===== src/rtl/mvd_pkg.sv =====
// Shared types, codes and decode functions for the motion vector syntax decoder.
`default_nettype none

package mvd_pkg;

  localparam int WinW = 64;
  localparam int PosW = 6;
  localparam int RlenW = 4;
  localparam int ResidW = 8;
  localparam int CfgIdxW = 8;
  localparam int FcodeW = 4;

  localparam logic [1:0] ERR_OK = 2'd0;
  localparam logic [1:0] ERR_MC = 2'd1;
  localparam logic [1:0] ERR_DMV = 2'd2;

  localparam logic [CfgIdxW-1:0] REG_FWD_HORIZ = 8'd0;
  localparam logic [CfgIdxW-1:0] REG_FWD_VERT = 8'd1;
  localparam logic [CfgIdxW-1:0] REG_BWD_HORIZ = 8'd2;
  localparam logic [CfgIdxW-1:0] REG_BWD_VERT = 8'd3;

  localparam logic [1:0] MOTION_DUAL_PRIME = 2'd3;

  typedef struct packed {
    logic              hit;
    logic [3:0]        len;
    logic signed [5:0] value;
  } mc_t;

  typedef struct packed {
    logic [RlenW-1:0] horiz;
    logic [RlenW-1:0] vert;
  } rlen_pair_t;

  typedef struct packed {
    logic [1:0]        len;
    logic signed [1:0] value;
  } dmv_t;

  // Table B-10 motion_code, first stream bit in b[10]
  function automatic mc_t decode_mc(input logic [10:0] b);
    mc_t        m;
    logic [4:0] mag;
    logic       neg;
    m.hit = 1'b1;
    m.len = 4'd1;
    mag = 5'd0;
    neg = 1'b0;
    if (b[10]) begin
      m.len = 4'd1;
      mag = 5'd0;
    end else if (b[9]) begin
      m.len = 4'd3;  mag = 5'd1;  neg = b[8];
    end else if (b[8]) begin
      m.len = 4'd4;  mag = 5'd2;  neg = b[7];
    end else if (b[7]) begin
      m.len = 4'd5;  mag = 5'd3;  neg = b[6];
    end else if (b[10:5] == 6'b000011) begin
      m.len = 4'd7;  mag = 5'd4;  neg = b[4];
    end else if (b[10:4] == 7'b0000101) begin
      m.len = 4'd8;  mag = 5'd5;  neg = b[3];
    end else if (b[10:4] == 7'b0000100) begin
      m.len = 4'd8;  mag = 5'd6;  neg = b[3];
    end else if (b[10:4] == 7'b0000011) begin
      m.len = 4'd8;  mag = 5'd7;  neg = b[3];
    end else if (b[10:2] == 9'b000001011) begin
      m.len = 4'd10; mag = 5'd8;  neg = b[1];
    end else if (b[10:2] == 9'b000001010) begin
      m.len = 4'd10; mag = 5'd9;  neg = b[1];
    end else if (b[10:2] == 9'b000001001) begin
      m.len = 4'd10; mag = 5'd10; neg = b[1];
    end else if (b[10:1] == 10'b0000010001) begin
      m.len = 4'd11; mag = 5'd11; neg = b[0];
    end else if (b[10:1] == 10'b0000010000) begin
      m.len = 4'd11; mag = 5'd12; neg = b[0];
    end else if (b[10:1] == 10'b0000001111) begin
      m.len = 4'd11; mag = 5'd13; neg = b[0];
    end else if (b[10:1] == 10'b0000001110) begin
      m.len = 4'd11; mag = 5'd14; neg = b[0];
    end else if (b[10:1] == 10'b0000001101) begin
      m.len = 4'd11; mag = 5'd15; neg = b[0];
    end else if (b[10:1] == 10'b0000001100) begin
      m.len = 4'd11; mag = 5'd16; neg = b[0];
    end else begin
      m.hit = 1'b0;
      m.len = 4'd0;
    end
    m.value = neg ? -$signed({1'b0, mag}) : $signed({1'b0, mag});
    return m;
  endfunction

  // Table B-11 dmvector; covers every pattern
  function automatic dmv_t decode_dmv(input logic [1:0] b);
    dmv_t d;
    if (!b[1]) begin
      d.len = 2'd1;
      d.value = 2'sd0;
    end else begin
      d.len = 2'd2;
      d.value = b[0] ? -2'sd1 : 2'sd1;
    end
    return d;
  endfunction

  // Residual length from f_code: none for 0 or 1, saturate at eight bits
  function automatic logic [RlenW-1:0] rlen_of(input logic [FcodeW-1:0] fc);
    logic [RlenW-1:0] r;
    if (fc <= 4'd1) r = 4'd0;
    else if (fc > 4'd9) r = 4'd8;
    else r = fc - 4'd1;
    return r;
  endfunction

  // Top rlen bits of an eight-bit slice, zero when rlen is zero
  function automatic logic [ResidW-1:0] take_resid(input logic [ResidW-1:0] top,
                                                   input logic [RlenW-1:0] rlen);
    logic [ResidW-1:0] v;
    if (rlen == 4'd0) v = '0;
    else v = top >> (4'd8 - rlen);
    return v;
  endfunction

endpackage

`default_nettype wire


===== src/rtl/mvd_fcode_regs.sv =====
// f_code register file with residual length selection by direction.
`default_nettype none

module mvd_fcode_regs
  import mvd_pkg::*;
(
  input  wire logic               clk,
  input  wire logic               rst,
  input  wire logic               wr_en,
  input  wire logic [CfgIdxW-1:0] wr_index,
  input  wire logic [FcodeW-1:0]  wr_data,
  input  wire logic               dir,
  output rlen_pair_t              rlen
);

  logic [FcodeW-1:0] fwd_horiz;
  logic [FcodeW-1:0] fwd_vert;
  logic [FcodeW-1:0] bwd_horiz;
  logic [FcodeW-1:0] bwd_vert;

  always_ff @(posedge clk) begin
    if (rst) begin
      fwd_horiz <= 4'd1;
      fwd_vert <= 4'd1;
      bwd_horiz <= 4'd1;
      bwd_vert <= 4'd1;
    end else if (wr_en) begin
      case (wr_index)
        REG_FWD_HORIZ: fwd_horiz <= wr_data;
        REG_FWD_VERT: fwd_vert <= wr_data;
        REG_BWD_HORIZ: bwd_horiz <= wr_data;
        REG_BWD_VERT: bwd_vert <= wr_data;
        default: ;
      endcase
    end
  end

  always_comb begin
    rlen.horiz = rlen_of(dir ? bwd_horiz : fwd_horiz);
    rlen.vert = rlen_of(dir ? bwd_vert : fwd_vert);
  end

endmodule

`default_nettype wire


===== src/rtl/mpeg2_motion_vector_syntax_decoder_top.sv =====
// Pipelined decoder for one MPEG-2 motion_vector(r,s) per 64-bit stream window.
//
// Input channel: bit_window (first stream bit in bit 63), vector_index, direction
// and both motion types, taken when in_valid is high and in_stall is low.
// Output channel: decoded codes, residuals, dmvectors, bits_used and
// error_code, taken when out_valid is high and out_stall is low.
// Config channel: cfg_index 0..3 selects an f_code register, cfg_data is
// written when cfg_valid and cfg_ready are high; cfg_ready is always high and
// other indices are ignored. Write only while no item is in flight.
// Four register stages: horizontal motion_code, horizontal residual, horizontal
// dmvector plus vertical motion_code, then vertical residual and dmvector into
// the output register. A result is registered in s1, s2 and s3 before it is
// presented; one item a cycle is sustained while no result waits under out_stall,
// the stage depth set by the VLC decode and window shifters.
// The whole pipeline advances together: while a result waits under out_stall,
// in_stall is raised and every stage holds.
// Synchronous reset empties the pipeline and sets every f_code to 1.
`default_nettype none

module mpeg2_motion_vector_syntax_decoder_top
  import mvd_pkg::*;
(
  input  wire logic               clk,
  input  wire logic               rst,
  input  wire logic               in_valid,
  output logic                    in_stall,
  input  wire logic [WinW-1:0]    bit_window,
  input  wire logic               vector_index,
  input  wire logic               direction,
  input  wire logic [1:0]         frame_motion_kind,
  input  wire logic [1:0]         field_motion_kind,
  output logic                    out_valid,
  input  wire logic               out_stall,
  output logic                    vector_index_out,
  output logic                    direction_out,
  output logic signed [5:0]       horiz_code,
  output logic [ResidW-1:0]       horiz_residual,
  output logic signed [1:0]       horiz_dual_prime,
  output logic signed [5:0]       vert_code,
  output logic [ResidW-1:0]       vert_residual,
  output logic signed [1:0]       vert_dual_prime,
  output logic [PosW-1:0]         bits_used,
  output logic [1:0]              error_code,
  input  wire logic               cfg_valid,
  output logic                    cfg_ready,
  input  wire logic [CfgIdxW-1:0] cfg_index,
  input  wire logic [FcodeW-1:0]  cfg_data
);

  logic       advance;
  rlen_pair_t rlen_in;

  assign advance = !(out_valid && out_stall);
  assign in_stall = !advance;
  assign cfg_ready = 1'b1;

  mvd_fcode_regs u_fcode (
    .clk      (clk),
    .rst      (rst),
    .wr_en    (cfg_valid && cfg_ready),
    .wr_index (cfg_index),
    .wr_data  (cfg_data),
    .dir      (direction),
    .rlen     (rlen_in)
  );

  // Stage 1: horizontal motion_code
  logic            s1_valid;
  logic [WinW-1:0] s1_win;
  logic            s1_r;
  logic            s1_s;
  logic            s1_dual;
  rlen_pair_t      s1_rlen;
  mc_t             s1_mc;

  always_ff @(posedge clk) begin
    if (rst) s1_valid <= 1'b0;
    else if (advance) s1_valid <= in_valid;
  end

  always_ff @(posedge clk) begin
    if (advance) begin
      s1_win <= bit_window;
      s1_r <= vector_index;
      s1_s <= direction;
      s1_dual <= (frame_motion_kind == MOTION_DUAL_PRIME) ||
                 (field_motion_kind == MOTION_DUAL_PRIME);
      s1_rlen <= rlen_in;
      s1_mc <= decode_mc(bit_window[WinW-1 -: 11]);
    end
  end

  // Stage 2: horizontal residual, realign window past it
  logic [RlenW-1:0] s1_ru;
  logic [4:0]       s1_shift;
  logic [WinW-1:0]  s1_after_code;

  assign s1_ru = (s1_mc.hit && s1_mc.value != 6'sd0) ? s1_rlen.horiz : '0;
  assign s1_shift = {1'b0, s1_mc.len} + {1'b0, s1_ru};
  assign s1_after_code = s1_win << s1_mc.len;

  logic                s2_valid;
  logic [WinW-1:0]     s2_win;
  logic [PosW-1:0]     s2_pos;
  logic                s2_err;
  logic signed [5:0]   s2_code;
  logic [ResidW-1:0]   s2_resid;
  logic                s2_r;
  logic                s2_s;
  logic                s2_dual;
  logic [RlenW-1:0]    s2_rlen_v;

  always_ff @(posedge clk) begin
    if (rst) s2_valid <= 1'b0;
    else if (advance) s2_valid <= s1_valid;
  end

  always_ff @(posedge clk) begin
    if (advance) begin
      s2_win <= s1_win << s1_shift;
      s2_pos <= {1'b0, s1_shift};
      s2_err <= !s1_mc.hit;
      s2_code <= s1_mc.hit ? s1_mc.value : 6'sd0;
      s2_resid <= take_resid(s1_after_code[WinW-1 -: ResidW], s1_ru);
      s2_r <= s1_r;
      s2_s <= s1_s;
      s2_dual <= s1_dual;
      s2_rlen_v <= s1_rlen.vert;
    end
  end

  // Stage 3: horizontal dmvector, then vertical motion_code
  dmv_t            s2_dmv;
  logic [1:0]      s2_dlen;
  logic [WinW-1:0] s2_after_dmv;

  assign s2_dmv = decode_dmv(s2_win[WinW-1 -: 2]);
  assign s2_dlen = s2_dual ? s2_dmv.len : 2'd0;
  assign s2_after_dmv = s2_win << s2_dlen;

  logic                s3_valid;
  logic [WinW-1:0]     s3_win;
  logic [PosW-1:0]     s3_pos;
  logic                s3_err;
  logic signed [5:0]   s3_code;
  logic [ResidW-1:0]   s3_resid;
  logic signed [1:0]   s3_dmv;
  mc_t                 s3_mc;
  logic                s3_r;
  logic                s3_s;
  logic                s3_dual;
  logic [RlenW-1:0]    s3_rlen_v;

  always_ff @(posedge clk) begin
    if (rst) s3_valid <= 1'b0;
    else if (advance) s3_valid <= s2_valid;
  end

  always_ff @(posedge clk) begin
    if (advance) begin
      s3_win <= s2_after_dmv;
      s3_pos <= s2_pos + {4'd0, s2_dlen};
      s3_err <= s2_err;
      s3_code <= s2_code;
      s3_resid <= s2_resid;
      s3_dmv <= s2_dual ? s2_dmv.value : 2'sd0;
      s3_mc <= decode_mc(s2_after_dmv[WinW-1 -: 11]);
      s3_r <= s2_r;
      s3_s <= s2_s;
      s3_dual <= s2_dual;
      s3_rlen_v <= s2_rlen_v;
    end
  end

  // Stage 4: vertical residual and dmvector into the output register
  logic [RlenW-1:0] s3_ru;
  logic [4:0]       s3_shift;
  logic [WinW-1:0]  s3_after_code;
  logic [WinW-1:0]  s3_after_resid;
  dmv_t             s3_vdmv;
  logic [1:0]       s3_vdlen;

  assign s3_ru = (s3_mc.hit && s3_mc.value != 6'sd0) ? s3_rlen_v : '0;
  assign s3_shift = {1'b0, s3_mc.len} + {1'b0, s3_ru};
  assign s3_after_code = s3_win << s3_mc.len;
  assign s3_after_resid = s3_win << s3_shift;
  assign s3_vdmv = decode_dmv(s3_after_resid[WinW-1 -: 2]);
  assign s3_vdlen = s3_dual ? s3_vdmv.len : 2'd0;

  always_ff @(posedge clk) begin
    if (rst) out_valid <= 1'b0;
    else if (advance) out_valid <= s3_valid;
  end

  always_ff @(posedge clk) begin
    if (advance) begin
      vector_index_out <= s3_r;
      direction_out <= s3_s;
      if (s3_err) begin
        // horizontal code failed: drop everything decoded after it
        horiz_code <= 6'sd0;
        horiz_residual <= '0;
        horiz_dual_prime <= 2'sd0;
        vert_code <= 6'sd0;
        vert_residual <= '0;
        vert_dual_prime <= 2'sd0;
        bits_used <= '0;
        error_code <= ERR_MC;
      end else if (!s3_mc.hit) begin
        horiz_code <= s3_code;
        horiz_residual <= s3_resid;
        horiz_dual_prime <= s3_dmv;
        vert_code <= 6'sd0;
        vert_residual <= '0;
        vert_dual_prime <= 2'sd0;
        bits_used <= s3_pos;
        error_code <= ERR_MC;
      end else begin
        horiz_code <= s3_code;
        horiz_residual <= s3_resid;
        horiz_dual_prime <= s3_dmv;
        vert_code <= s3_mc.value;
        vert_residual <= take_resid(s3_after_code[WinW-1 -: ResidW], s3_ru);
        vert_dual_prime <= s3_dual ? s3_vdmv.value : 2'sd0;
        bits_used <= s3_pos + {1'b0, s3_shift} + {4'd0, s3_vdlen};
        error_code <= ERR_OK;
      end
    end
  end

  a_no_dmv_error: assert property (@(posedge clk) disable iff (rst)
    out_valid |-> error_code != ERR_DMV)
    else $error("dmvector error reported");

  a_bits_bound: assert property (@(posedge clk) disable iff (rst)
    out_valid |-> bits_used <= 6'd42)
    else $error("bits_used beyond syntax maximum");

  a_ok_min_bits: assert property (@(posedge clk) disable iff (rst)
    out_valid && error_code == ERR_OK |-> bits_used >= 6'd2)
    else $error("successful decode consumed too few bits");

  a_zero_code_no_resid: assert property (@(posedge clk) disable iff (rst)
    out_valid && horiz_code == 6'sd0 |-> horiz_residual == '0)
    else $error("residual present for zero motion_code");

  a_first_fail_clean: assert property (@(posedge clk) disable iff (rst)
    out_valid && error_code == ERR_MC && bits_used == '0 |->
      horiz_code == 6'sd0 && vert_code == 6'sd0)
    else $error("fields left after failed first motion_code");

endmodule

`default_nettype wire

===== config.mk =====
export PLATFORM = sky130hd
export DESIGN_NAME = mpeg2_motion_vector_syntax_decoder_top
export DESIGN_NICKNAME = d
export VERILOG_FILES = /design/src/rtl/mvd_pkg.sv /design/src/rtl/mvd_fcode_regs.sv /design/src/rtl/mpeg2_motion_vector_syntax_decoder_top.sv
export SDC_FILE = /design/constraint.sdc
export NUM_CORES = 1
export LEC_CHECK = 0
export ABC_CLOCK_PERIOD_IN_PS = 9200
export BUFFER_PORTS_ARGS = -buffer_cell sky130_fd_sc_hd__buf_2
export CAP_MARGIN = 20
export CORE_UTILIZATION = 45
export CTS_BUF_LIST = sky130_fd_sc_hd__clkbuf_4 sky130_fd_sc_hd__clkbuf_8
export DETAILED_ROUTE_END_ITERATION = 16
export PLACE_DENSITY = 0.72
export SYNTH_ARGS = -nofsm -noshare
export SYNTH_HDL_FRONTEND = slang
export SYNTH_SLANG_ARGS = --single-unit

===== constraint.sdc =====
create_clock -name clk -period 9.2 [get_ports clk]
set_clock_uncertainty 0.1 [all_clocks]
set_input_delay 0 -clock clk [delete_from_list [all_inputs] [get_ports clk]]
set_output_delay 0 -clock clk [all_outputs]
set_load 0.03 [all_outputs]

### Word level (Yosys, flattened, before mapping)

Cells that the tools add are included.

| cells by class | value |
|---|---|
| $add $sub $neg | 11 |
| $lt $le $gt $ge | 4 |
| equality and inequality tests | 31 |
| shift operators | 7 |
| mux-type cells | 122 |
| bitwise logic cells | 3 |
| reductions and logical operators | 26 |

Operator list:

| cell | count |
|---|---|
| 5-bit 2-to-1 mux | 38 |
| 4-bit 2-to-1 mux | 32 |
| 64-bit by 4-bit left shift with 64-bit output | 2 |
| 64-bit by 5-bit left shift with 64-bit output | 2 |
| 10-bit by 4-bit equality test with 1-bit output (second input constant) | 8 |
| 64-bit by 2-bit left shift with 64-bit output | 1 |
| 9-bit by 4-bit equality test with 1-bit output (second input constant) | 6 |
| 10-bit by 5-bit equality test with 1-bit output (second input constant) | 4 |
| 1-bit 2-to-1 mux | 39 |
| 16-bit OR reduction | 2 |
| 7-bit by 3-bit equality test with 1-bit output (second input constant) | 4 |
| 3-bit 2-to-1 mux | 6 |
| 8-bit by 2-bit equality test with 1-bit output (second input constant) | 2 |
| 8-bit by 4-bit >> shifter with 8-bit output | 2 |
| 7-bit by 2-bit equality test with 1-bit output (second input constant) | 2 |
| 6-bit by 2-bit equality test with 1-bit output (second input constant) | 2 |
| 2-bit 2-to-1 mux | 6 |
| 5-bit negation with 6-bit output | 2 |
| 6-bit nonzero test | 2 |
| 4-bit by 4-bit adder with 5-bit output | 2 |
| 2-bit AND reduction | 5 |
| 2-bit OR reduction | 5 |
| 5-bit OR reduction | 2 |
| 8-bit by 1-bit equality test with 1-bit output (second input constant) | 1 |
| other kinds (17) | 27 |

| word-level totals | value |
|---|---|
| register bits after elaboration | 344 |
| input port bits | 87 |
| output and inout port bits | 45 |
| word-level logic and storage cells | 261 |

### Depth between registers and ports, before layout

Gate-level depths: netlist of the first run.

| depth | value |
|---|---|
| depth after elaboration | 25 |
| depth in mapped cells | 25 |
| gate-level depth less buffers | 23 |

### Cells and area by module

Synthesis of the first run repeated with hierarchy kept, for this count alone.

| unflattened totals | value |
|---|---|
| cells, all modules | 1467 |
| area, all modules | 17280.3 µm² |

Modules (own cells, without submodules):

| module | instances | cells an instance | area an instance (µm²) | seq. area each (µm²) |
|---|---|---|---|---|
| mpeg2_motion_vector_syntax_decoder_top | 1 | 1367 | 16314.4 | 7977.7 |
| mvd_fcode_regs | 1 | 100 | 965.9 | 320.3 |

### Least setup slack after synthesis of the first run

Ideal clock, no wire load.

| path | value |
|---|---|
| path type | register to register |
| from | reg out_valid |
| to | reg s1_valid |
| library setup time | 0.145 ns |
| arrival time | 8.126 ns |
| required time | 8.955 ns |
| setup slack | 0.830 ns |
| stages on the path, launching flop included | 5 |
| buffers on the path | 0 |
| period minus slack after synthesis | 8.370 ns |
| path through | dfxtp_1 nand2_1 inv_1 nand2_1 a21oi_1 |

| between the ends | value |
|---|---|
| cells in the longest elaborated chain, start to end | 1 |

RTL lines:

| what | RTL line | RTL |
|---|---|---|
| start, declared | mpeg2_motion_vector_syntax_decoder_top.sv:32 | `output logic out_valid,` |
| start signal, assigned | mpeg2_motion_vector_syntax_decoder_top.sv:192 | `else if (advance) out_valid <= s3_valid;` |
| 1-bit logical AND | mpeg2_motion_vector_syntax_decoder_top.sv:53 | `assign advance = !(out_valid && out_stall);` |
| named net in_stall | mpeg2_motion_vector_syntax_decoder_top.sv:26 | `output logic in_stall,` |
| end signal, assigned | mpeg2_motion_vector_syntax_decoder_top.sv:78 | `else if (advance) s1_valid <= in_valid;` |
| end, declared | mpeg2_motion_vector_syntax_decoder_top.sv:68 | `logic s1_valid;` |

The timed path passes the listed nets, and every way through them passes these cells.
A chain may end at the register's enable or synchronous reset.

### Worst setup path after layout of the first run

| path | value |
|---|---|
| from | reg s3_mc[1] (netlist bit) |
| to | reg bits_used[5] (data pin) |

| between the ends | value |
|---|---|
| cells in the longest elaborated chain, start to end | 9 |
| elaborated cells between the ends (all ways) | 10 |
| those cells by class | add/sub: 3; shift: 1; mux: 4; reduce/logical: 2 |

RTL lines:

| what | RTL line | RTL |
|---|---|---|
| start, declared | mpeg2_motion_vector_syntax_decoder_top.sv:148 | `mc_t s3_mc;` |
| start signal, assigned | mpeg2_motion_vector_syntax_decoder_top.sv:167 | `s3_mc <= decode_mc(s2_after_dmv[WinW-1 -: 11]);` |
| 6-bit nonzero test * | mpeg2_motion_vector_syntax_decoder_top.sv:183 | `assign s3_ru = (s3_mc.hit && s3_mc.value != 6'sd0) ? s3_rlen_v : '0;` |
| 1-bit logical AND * | mpeg2_motion_vector_syntax_decoder_top.sv:183 |  |
| 4-bit 2-to-1 mux * | mpeg2_motion_vector_syntax_decoder_top.sv:183 |  |
| 4-bit by 4-bit adder with 5-bit output * | mpeg2_motion_vector_syntax_decoder_top.sv:184 | `assign s3_shift = {1'b0, s3_mc.len} + {1'b0, s3_ru};` |
| 64-bit by 5-bit left shift with 64-bit output | mpeg2_motion_vector_syntax_decoder_top.sv:186 | `assign s3_after_resid = s3_win << s3_shift;` |
| 4-bit 2-to-1 mux | mvd_pkg.sv:95 | `if (!b[1]) begin` |
| 2-bit 2-to-1 mux | mpeg2_motion_vector_syntax_decoder_top.sv:188 | `assign s3_vdlen = s3_dual ? s3_vdmv.len : 2'd0;` |
| 6-bit by 2-bit adder with 6-bit output * | mpeg2_motion_vector_syntax_decoder_top.sv:225 | `bits_used <= s3_pos + {1'b0, s3_shift} + {4'd0, s3_vdlen};` |
| 6-bit 2-to-1 mux * | mpeg2_motion_vector_syntax_decoder_top.sv:209 | `end else if (!s3_mc.hit) begin` |
| end signal, assigned | mpeg2_motion_vector_syntax_decoder_top.sv:216 | `bits_used <= s3_pos;` |
| end signal, assigned | mpeg2_motion_vector_syntax_decoder_top.sv:225 |  |
| end, declared | mpeg2_motion_vector_syntax_decoder_top.sv:42 | `output logic [PosW-1:0] bits_used,` |

Mark *: on every way between the ends. The rest lies on a longest branch, timed or not.

==> impl_metrics.env, run 1 <==
export IMPL_wire_per_inst_um=17.25
export IMPL_layout_min_cycle_time_ns=6.003
export IMPL_antenna_left=0
export IMPL_finalHoldViolations=0
export IMPL_placed_cell_area_sq_um=17800
export IMPL_path_max_fanout=17
export IMPL_htreeDepth=2
export IMPL_root_buffer="clkbuf_8"
export IMPL_synthArstFlopShare=0
export IMPL_ys_warn_count=0
export IMPL_die_w_um=195.8
export IMPL_grt_pass1_wl_um=62560
export IMPL_wl_met1_um=16980
export IMPL_post_route_drc_count=0
export IMPL_hold_path_end="s1_win[61]"
export IMPL_met2_length_um=18580
export IMPL_syn_area_sq_um=16900
export IMPL_hold_path_class="in -> reg"
export IMPL_gp_congestion=0.8979
export IMPL_fin_setup_tns_ns=0
export IMPL_synth_seq_cells=283
export IMPL_cp_data_required_time_ns=9.46
export IMPL_final_util=0.5511
export IMPL_synthFlopType="edfxtp_1"
export IMPL_grt_overflow=0
export IMPL_synth_top_cell_by_area="edfxtp_1"
export IMPL_synth_edff_count=263
export IMPL_cts_sinks=283
export IMPL_clockBufferDepth=3
export IMPL_syn_area_per_cell_sq_um=11.35
export IMPL_cts_tree="yes"
export IMPL_reg2reg_slack_ns=3.20
export IMPL_finalCritPeriodShare=0.6525
export IMPL_drv_cap=0
export IMPL_worstSetupStartpointType="register"
export IMPL_die_h_um=195.8
export IMPL_drt_initial_drc_count=885
export IMPL_synthTopCellsByCount="edfxtp_1, nand2_1, mux2i_1"
export IMPL_whs_ns=0.1297
export IMPL_antenna_found_initial=0
export IMPL_first_pass_iters=5
export IMPL_worst_pin_slew_ns=1.006
export IMPL_fin_area_sq_um=20270
export IMPL_dr_max_layer_used="met4"
export IMPL_dp_hpwl_um=25390
export IMPL_cts_setup_buffers=0
export IMPL_max_freq_mhz=166.6
export IMPL_drv_slew=0
export IMPL_die_area_sq_um=38330
export IMPL_core_sq_um=36790
export IMPL_layout_nets=1844
export IMPL_synthCells=1489
export IMPL_antenna_cells=0
export IMPL_synth_most_common_cell="edfxtp_1"
export IMPL_clkTransAtPathRegs_ns=0.06
export IMPL_rsz0062_at_grt="false"
export IMPL_path_class="reg -> reg"
export IMPL_ys_seq_area_frac=0.4910
export IMPL_p_per_area_nw_per_um2=211.1
export IMPL_r2r_end="bits_used[5]"
export IMPL_synth_net_count=1606
export IMPL_drive_gt1_frac=0.1966
export IMPL_ys_types=85
export IMPL_ios=132
export IMPL_cp_arrival_ns=6.26
export IMPL_max_vdd_ir_drop_mv=0.1732
export IMPL_insertion_delay_ns=0.64
export IMPL_outcome="complete, no violations"
export IMPL_power_total_mw=4.280
export IMPL_r2r_cells=20
export IMPL_setup_violations=0
export IMPL_grt_pass1_vias=12210
export IMPL_viasPerCell=5.605
export IMPL_vias=12520
export IMPL_synth_top_area_share=0.4673
export IMPL_min_delay_start="bit_window[61]"
export IMPL_port_buffer_count=129
export IMPL_r2r_start="s3_mc[1]"
export IMPL_relSlewSlack=0.3293
export IMPL_ys_top_cells_by_area="edfxtp_1, mux2i_1, mux4_2, nand2_1, o21ai_0"
export IMPL_cts_inserted_buffers=47
export IMPL_leakagePower_nw=8.385
export IMPL_end_kind="register"
export IMPL_whs_path_depth=2
export IMPL_grt_max_degree=82
export IMPL_routed_wl_met3_um=1970
export IMPL_drt_total_wl_um=38530
export IMPL_num_rows=70
export IMPL_area_growth_pct=19.95
export IMPL_grt_util_all_layers=0.2027
export IMPL_start_util=0.4594
==> per-stage QoR <==
step / std cells / setup WS, ns
finish: 2233 / 3.197
floorplan: 1489 / 0.8295
global placement: 2002 / 3.243
global route: 2233 / 2.835
CTS: 2232 / 3.129
detailed placement: 2002 / 3.132
==> flip-flops by register name (all words and copies together) (netlist names), 5 cells and up <==
register and cells:
bits_used 6, horiz_code 6, horiz_residual 8, s1_mc 11, s1_rlen 8, s1_win 64
s2_code 6, s2_pos 5, s2_resid 8, s2_win 35, s3_code 6, s3_mc 11
s3_pos 6, s3_resid 8, s3_win 33, vert_code 6, vert_residual 8
==> final cells by class <==
type	count	area (sq um)
multi-input combinational	1062	7994
tap	468	585.6
fill	3067	16510
timing repair buffer	287	2202
clock inverter	22	203.9
sequential	283	8298
inverter	46	173.9
clock buffer	65	813.3
==> worst max-delay path: stages (launching register included) <==
cell	delay, ns
edfxtp_1	0.37
or4_1	0.53
o31a_1	0.32
and2_1	0.24
ha_1	0.93
mux4_2	0.60
mux4_2	0.49
mux2i_1	0.21
nand2b_1	0.19
fa_1	0.42
inv_1	0.07
ha_1	0.17
inv_1	0.06
fa_1	0.39
inv_1	0.07
a21o_1	0.10
a21oi_1	0.07
xnor2_1	0.15
nand2_1	0.09
xor2_1	0.14
nor2_1	0.05
==> metal layers <==
| metal | global-route usage | vias up |
|---|---|---|
| li1 | - | 6078 |
| met4 | 0.06684 | 0 |
| met5 | 0 | - |
| met2 | 0.3397 | 380 |
| met3 | 0.03627 | 80 |
| met1 | 0.2665 | 5977 |
==> cells in the final DEF, fill, tap and decap left out, drive strengths merged, types with 12 or more instances in the layout <==
cell type	instances
nand3	28
inv	45
mux2	38
xnor2	12
dfxtp	20
mux4	58
ha	24
clkinv	17
o211ai	41
edfxtp	263
a211oi	14
nor2	109
a21oi	80
and2	24
o21ai	122
buf	144
clkbuf	65
mux2i	153
dlygate4sd3	143
nor3	16
nand2	173
nor2b	29
==> repair_timing <==
action | CTS | global route
hold buffers | 143 | 0
endpoints found under the hold margin | 136 | 0
resized for setup | 0 | 0
==> where the power goes <==
part	total, mW	switching, mW	internal, mW
combinational	1.31	0.712	0.601
clock	1.20	0.516	0.685
sequential	1.77	0.141	1.62
total	4.28	1.37	2.91
==> cell families (layout without fill, tap and decap cells) <==
family | Yosys count | after routing | synth area share
fa+ha+maj | 30 | 30 | 0.02488
xor+xnor | 21 | 21 | 0.01088
simple gates | 433 | 433 | 0.1200
mux | 249 | 249 | 0.1932
compound gates | 327 | 327 | 0.1214
buf+inv | 144 | 420 | 0.03813
other cells | 2 | 2 | 0.0004444
flops | 283 | 283 | 0.4910
==> worst max path at each step <==
| stage | end | cells past startpoint | from |
|---|---|---|---|
| CTS | bits_used[5] | 20 | s3_mc[1] |
| floorplan | s1_valid | 4 | out_valid |
| detailed placement | bits_used[5] | 20 | s3_mc[1] |
| finish | bits_used[5] | 20 | s3_mc[1] |
| global route | bits_used[5] | 20 | s3_mc[1] |
| global placement | bits_used[5] | 20 | s3_mc[1] |
(Power assumes the default switching activity.)
==> inputs of run 2 (changes only) <==
--- a/config.mk
+++ b/config.mk
@@ -5,13 +5,13 @@
 export SDC_FILE = /design/constraint.sdc
 export NUM_CORES = 1
 export LEC_CHECK = 0
-export ABC_CLOCK_PERIOD_IN_PS = 9200
+export ABC_CLOCK_PERIOD_IN_PS = 4800
 export BUFFER_PORTS_ARGS = -buffer_cell sky130_fd_sc_hd__buf_2
 export CAP_MARGIN = 20
 export CORE_UTILIZATION = 45
 export CTS_BUF_LIST = sky130_fd_sc_hd__clkbuf_4 sky130_fd_sc_hd__clkbuf_8
 export DETAILED_ROUTE_END_ITERATION = 16
-export PLACE_DENSITY = 0.72
+export PLACE_DENSITY = 0.74
 export SYNTH_ARGS = -nofsm -noshare
 export SYNTH_HDL_FRONTEND = slang
 export SYNTH_SLANG_ARGS = --single-unit
==> constraint.sdc (replaced) <==
create_clock -name clk -period 4.8 [get_ports clk]
set_clock_uncertainty 0.1 [all_clocks]
set_input_delay 0 -clock clk [delete_from_list [all_inputs] [get_ports clk]]
set_output_delay 0 -clock clk [all_outputs]
set_load 0.03 [all_outputs]
==> impl_metrics.env, run 2 (synthesis gave the netlist of run 1 again) <==
export IMPL_port_buffer_count=129
export IMPL_wl_met1_um=17090
export IMPL_root_buffer="clkbuf_8"
export IMPL_cp_arrival_ns=5.70
export IMPL_relSlewSlack=0.4577
export IMPL_vias=12680
export IMPL_outcome="finished, violations left"
export IMPL_layout_min_cycle_time_ns=5.457
export IMPL_reg2reg_slack_ns=-0.66
export IMPL_max_vdd_ir_drop_mv=0.2320
export IMPL_max_freq_mhz=183.2
export IMPL_dp_hpwl_um=25750
export IMPL_area_growth_pct=22.27
export IMPL_antenna_left=0
export IMPL_critPathSlowestCell="or4_4"
export IMPL_fin_area_sq_um=20660
export IMPL_grt_overflow=0
export IMPL_p_comb_frac=0.337
export IMPL_cts_tree="yes"
export IMPL_largest_register="s1_win"
export IMPL_final_common_cell="edfxtp_1"
export IMPL_p_per_area_nw_per_um2=407.9
export IMPL_grt_util_all_layers=0.2033
export IMPL_switchingPower_mw=2.689
export IMPL_violations="setup timing"
export IMPL_hold_path_class="in -> reg"
export IMPL_met2_length_um=19400
export IMPL_clkTransAtPathRegs_ns=0.06
export IMPL_routed_wl_met3_um=1661
export IMPL_dr_max_layer_used="met4"
export IMPL_worst_pin_slew_ns=0.8135
export IMPL_antenna_cells=0
export IMPL_die_area_sq_um=38330
export IMPL_whs_ns=0.07127
export IMPL_placed_cell_area_sq_um=18140
export IMPL_antenna_found_initial=0
export IMPL_first_pass_iters=5
export IMPL_worst_slack_ns=-0.6574
export IMPL_final_util=0.5617
export IMPL_end_kind="register"
export IMPL_die_w_um=195.8
export IMPL_path_cells="or4_4, o31a_1, and2_4, ha_4, inv_2, fa_2, buf_4, mux4_2, mux4_2, mux2i_4, nand2b_4, fa_1, inv_1, ha_2, inv_2, fa_2, inv_1, a21o_1, a21oi_2, xnor2_1, nand2_1, xor2_1, nor2_1"
export IMPL_path_class="reg -> reg"
export IMPL_pwr_share_seq=0.401
export IMPL_final_cell_mix="edfxtp_1, nand2_1, mux2i_1"
export IMPL_finalCritPeriodShare=1.137
export IMPL_clkPwrFrac=0.261
export IMPL_cts_inserted_buffers=47
export IMPL_htreeDepth=2
export IMPL_cts_sinks=283
export IMPL_die_h_um=195.8
export IMPL_setup_violations=4
export IMPL_viasPerCell=5.581
export IMPL_crit_buf_inv=5
export IMPL_num_rows=70
export IMPL_drt_total_wl_um=39010
export IMPL_top_regs="s1_win: 64 flops, s2_win: 35 flops, s3_win: 33 flops"
export IMPL_drv_slew=0
export IMPL_drv_cap=0
export IMPL_insertion_delay_ns=0.61
export IMPL_clockBufferDepth=3
export IMPL_rsz0062_at_grt="true"
export IMPL_worstSetupStartpointType="register"
export IMPL_crit_family="adder cells"
export IMPL_core_sq_um=36790
export IMPL_grt_pass1_wl_um=63030
export IMPL_start_util=0.4594
export IMPL_largest_reg_flops=64
export IMPL_post_route_drc_count=0
export IMPL_path_max_fanout=6
export IMPL_gp_congestion=0.9035
export IMPL_grt_max_degree=110
export IMPL_wire_per_inst_um=17.17
export IMPL_ios=132
export IMPL_internal_power_mw=5.739
export IMPL_grt_pass1_vias=12510
export IMPL_finalHoldViolations=0
export IMPL_fin_setup_tns_ns=-1.904
export IMPL_layout_nets=1888
export IMPL_leakagePower_nw=8.610
export IMPL_drive_gt1_frac=0.2245
export IMPL_p_sw_frac=0.3191
export IMPL_drt_initial_drc_count=776
export IMPL_cp_data_required_time_ns=5.04
export IMPL_cpPeakStageDelay_ns=0.54
[run 2: changes by cell type in the layout (fill, tap and decap cells not counted), sizes merged]
| cell | delta |
|---|---|
| buf | +43 |
| dlygate4sd3 | +1 |
| bufinv | -1 |
| clkinvlp | -1 |
| clkinv | -3 |
[run 2: metal layers]
| layer | up-vias | track usage |
|---|---|---|
| met5 | - | 0 |
| met4 | 0 | 0.06539 |
| met3 | 74 | 0.03094 |
| met2 | 354 | 0.3480 |
| met1 | 6097 | 0.2652 |
| li1 | 6154 | - |
[run 2: worst paths after layout]
check	end	startpoint	cells after the start
hold reg to reg	s2_rlen_v[1]	s1_rlen[1]	0
hold / removal	s1_win[53]	bit_window[53]	2
setup reg to reg	bits_used[5]	s3_mc[0]	23
setup / recovery	bits_used[5]	s3_mc[0]	23
[run 2: cell type report]
type	instances	area [sq um]
tap	468	585.6
clock buffer	65	807.0
sequential	283	8298
clock inverter	17	162.7
multi-input combinational	1062	8068
timing repair buffer	331	2567
fill	3049	16120
inverter	46	173.9
[run 2: stage by stage]
stage | total power, mW | setup WS (ns) | instances
after global routing | 8.889 | -0.8133 | 2272
after floorplan | 5.318 | -0.6587 | 1489
after detailed placement | 6.014 | -0.8985 | 2037
final | 8.428 | -0.6574 | 2272
after global placement | 5.932 | -0.6995 | 2037
after CTS | 8.375 | -0.6346 | 2269
[run 2: timing repair]
item / in CTS / in global routing
resized for setup: 5 / 7
pin swaps: 10 / 2
endpoints found under the setup margin: 5 / 4
setup buffers: 5 / 4
gates cloned: 1 / 0
endpoints found under the hold margin: 102 / 0
hold buffers: 144 / 0
[run 2: power by group through the flow]
stage          sequential (mW)  clock, mW  combinational, mW
6_report                  3.38       2.20               2.84
5_1_grt                   3.42       2.36               3.10
4_1_cts                   3.38       2.24               2.75
3_5_place_dp              3.43          0               2.59
3_3_place_gp              3.41          0               2.53
2_1_floorplan             3.46          0               1.86
[run 2: worst reg2reg max path, cell delays in order, from the launching register on]
cell      delay (ns)
edfxtp_1        0.38
or4_4           0.54
o31a_1          0.28
and2_4          0.18
ha_4            0.16
inv_2           0.05
fa_2            0.46
buf_4           0.18
mux4_2          0.29
mux4_2          0.50
mux2i_4         0.18
nand2b_4        0.17
fa_1            0.42
inv_1           0.07
ha_2            0.19
inv_2           0.04
fa_2            0.33
inv_1           0.06
a21o_1          0.11
a21oi_2         0.06
xnor2_1         0.14
nand2_1         0.09
xor2_1          0.16
nor2_1          0.05
==> inputs of run 3 (changes only) <==
--- a/config.mk
+++ b/config.mk
@@ -11,7 +11,7 @@
 export CORE_UTILIZATION = 45
 export CTS_BUF_LIST = sky130_fd_sc_hd__clkbuf_4 sky130_fd_sc_hd__clkbuf_8
 export DETAILED_ROUTE_END_ITERATION = 16
-export PLACE_DENSITY = 0.74
+export PLACE_DENSITY = 0.65
 export SYNTH_ARGS = -nofsm -noshare
 export SYNTH_HDL_FRONTEND = slang
 export SYNTH_SLANG_ARGS = --single-unit
==> impl_metrics.env, run 3 (synthesis gave the netlist of run 1 again) <==
export IMPL_outcome="finished, violations left"
export IMPL_violations="setup timing"
export IMPL_p_per_area_nw_per_um2=401.6
export IMPL_cts_tree="yes"
export IMPL_critPathLaunch="s3_mc[1]"
export IMPL_final_common_cell="edfxtp_1"
export IMPL_leakagePower_nw=8.545
export IMPL_gp_congestion=0.8561
export IMPL_grt_pass1_wl_um=63270
export IMPL_largest_register="s1_win"
export IMPL_path_class="reg -> reg"
export IMPL_area_growth_pct=21.61
export IMPL_max_vdd_ir_drop_mv=0.2137
export IMPL_path_max_fanout=6
export IMPL_die_w_um=195.8
export IMPL_grt_overflow=0
export IMPL_grt_util_all_layers=0.2053
export IMPL_relSlewSlack=0.3326
export IMPL_grt_pass1_vias=12350
export IMPL_layout_nets=1886
export IMPL_largest_reg_flops=64
export IMPL_drv_cap=0
export IMPL_pre_cts_ws_ns=-0.7454
export IMPL_placed_cell_area_sq_um=18180
export IMPL_drive_gt1_frac=0.2221
export IMPL_clockBufferDepth=3
export IMPL_r2r_start="s3_mc[1]"
export IMPL_critPathCapture="bits_used[5]"
export IMPL_min_delay_start="out_stall"
export IMPL_hold_path_class="in -> reg"
export IMPL_cp_data_required_time_ns=5.05
export IMPL_final_cell_mix="edfxtp_1, nand2_1, mux2i_1"
export IMPL_drt_initial_drc_count=751
export IMPL_r2r_cells=24
export IMPL_grt_max_degree=137
export IMPL_antenna_found_initial=0
export IMPL_num_rows=70
export IMPL_insertion_delay_ns=0.63
export IMPL_dp_cells=2041
export IMPL_routed_wl_met3_um=1759
export IMPL_core_sq_um=36790
export IMPL_reg2reg_slack_ns=-0.58
export IMPL_worst_slack_ns=-0.5817
export IMPL_setup_violations=4
export IMPL_root_buffer="clkbuf_8"
export IMPL_end_kind="register"
export IMPL_finalHoldViolations=0
export IMPL_post_route_drc_count=0
export IMPL_viasPerCell=5.506
export IMPL_wl_met1_um=16870
export IMPL_ios=132
export IMPL_finalCritPeriodShare=1.121
export IMPL_r2r_end="bits_used[5]"
export IMPL_worstSetupStartpointType="register"
export IMPL_whs_ns=0.06535
export IMPL_drv_slew=0
export IMPL_power_total_mw=8.252
export IMPL_layout_cells_non_filler=2269
export IMPL_met2_length_um=19380
export IMPL_antenna_cells=0
export IMPL_vias=12490
export IMPL_die_h_um=195.8
export IMPL_top_regs="s1_win: 64 flops, s2_win: 35 flops, s3_win: 33 flops"
export IMPL_die_area_sq_um=38330
export IMPL_htreeDepth=2
export IMPL_cp_arrival_ns=5.63
export IMPL_max_freq_mhz=185.8
export IMPL_start_util=0.4594
export IMPL_cts_inserted_buffers=47
export IMPL_dp_hpwl_um=26510
export IMPL_fin_area_sq_um=20550
export IMPL_cts_sinks=283
export IMPL_dr_max_layer_used="met4"
export IMPL_layout_min_cycle_time_ns=5.382
export IMPL_drt_total_wl_um=38980
export IMPL_port_buffer_count=129
export IMPL_first_pass_iters=7
export IMPL_wire_per_inst_um=17.18
export IMPL_worst_pin_slew_ns=1.000
export IMPL_antenna_left=0
export IMPL_rsz0062_at_grt="true"
export IMPL_clkTransAtPathRegs_ns=0.06
run 3: cell types whose count changed in the layout (fill, tap and decap cells not counted), sizes merged:
cell	before	now
buf	187	189
bufinv	3	1
clkbuf	65	64
clkinv	14	15
clkinvlp	1	2
dlygate4sd3	144	140
run 3: critical path, cell delays in order (launching register included):
cell	delay, ns
edfxtp_1	0.37
or4_1	0.52
o31a_1	0.27
and2_4	0.18
ha_4	0.15
inv_2	0.05
fa_2	0.46
buf_6	0.16
mux4_2	0.28
mux4_2	0.47
mux2i_1	0.15
buf_4	0.14
nand2b_4	0.13
fa_2	0.45
inv_2	0.08
ha_4	0.13
inv_2	0.03
fa_2	0.33
inv_1	0.06
a21o_1	0.11
a21oi_2	0.06
xnor2_1	0.13
nand2_1	0.08
xor2_1	0.14
nor2_1	0.05
run 3: per-stage QoR:
stage | util | TNS (ns)
global placement | 0.4943 | -1.384
finish | 0.5586 | -1.565
global route | 0.5586 | -2.431
detailed placement | 0.4943 | -1.733
CTS | 0.5584 | -1.387
floorplan | - | -1.470
run 3: cell type report:
class                           instances  area [sq um]
Clock buffer                           64         787.0
Sequential cell                       283          8298
Fill cell                            3090         16240
Inverter                               46         173.9
Multi-Input combinational cell       1062          8060
Timing Repair Buffer                  329          2539
Clock inverter                         17         106.4
Tap cell                              468         585.6
run 3: how the worst min path moves through the flow:
| stage | end | depth (start not counted) |
|---|---|---|
| 6_report | s2_valid | 4 |
| 5_1_grt | s1_win[60] | 2 |
| 4_1_cts | s1_win[60] | 2 |
| 3_5_place_dp | s1_win[50] | 1 |
| 3_3_place_gp | s1_win[52] | 1 |
| 2_1_floorplan | s1_r | 0 |
run 3: repair_timing:
action	4_1_cts	5_1_grt
endpoints found under the hold margin	104	0
hold buffers	140	0
setup endpoints to repair	4	5
gates resized for setup	6	3
pin swaps	10	1
buffers inserted	5	1
cloned	1	0
run 3: report_power, final:
group | internal (mW) | switching, mW
clock | 1.11 | 0.955
sequential | 3.11 | 0.268
combinational | 1.36 | 1.45
total | 5.58 | 2.67
run 3: layer usage:
layer,track usage,vias to the layer above
li1,-,6159
met1,0.2615,5962
met2,0.3554,297
met3,0.03198,76
met4,0.07176,0
met5,0,-
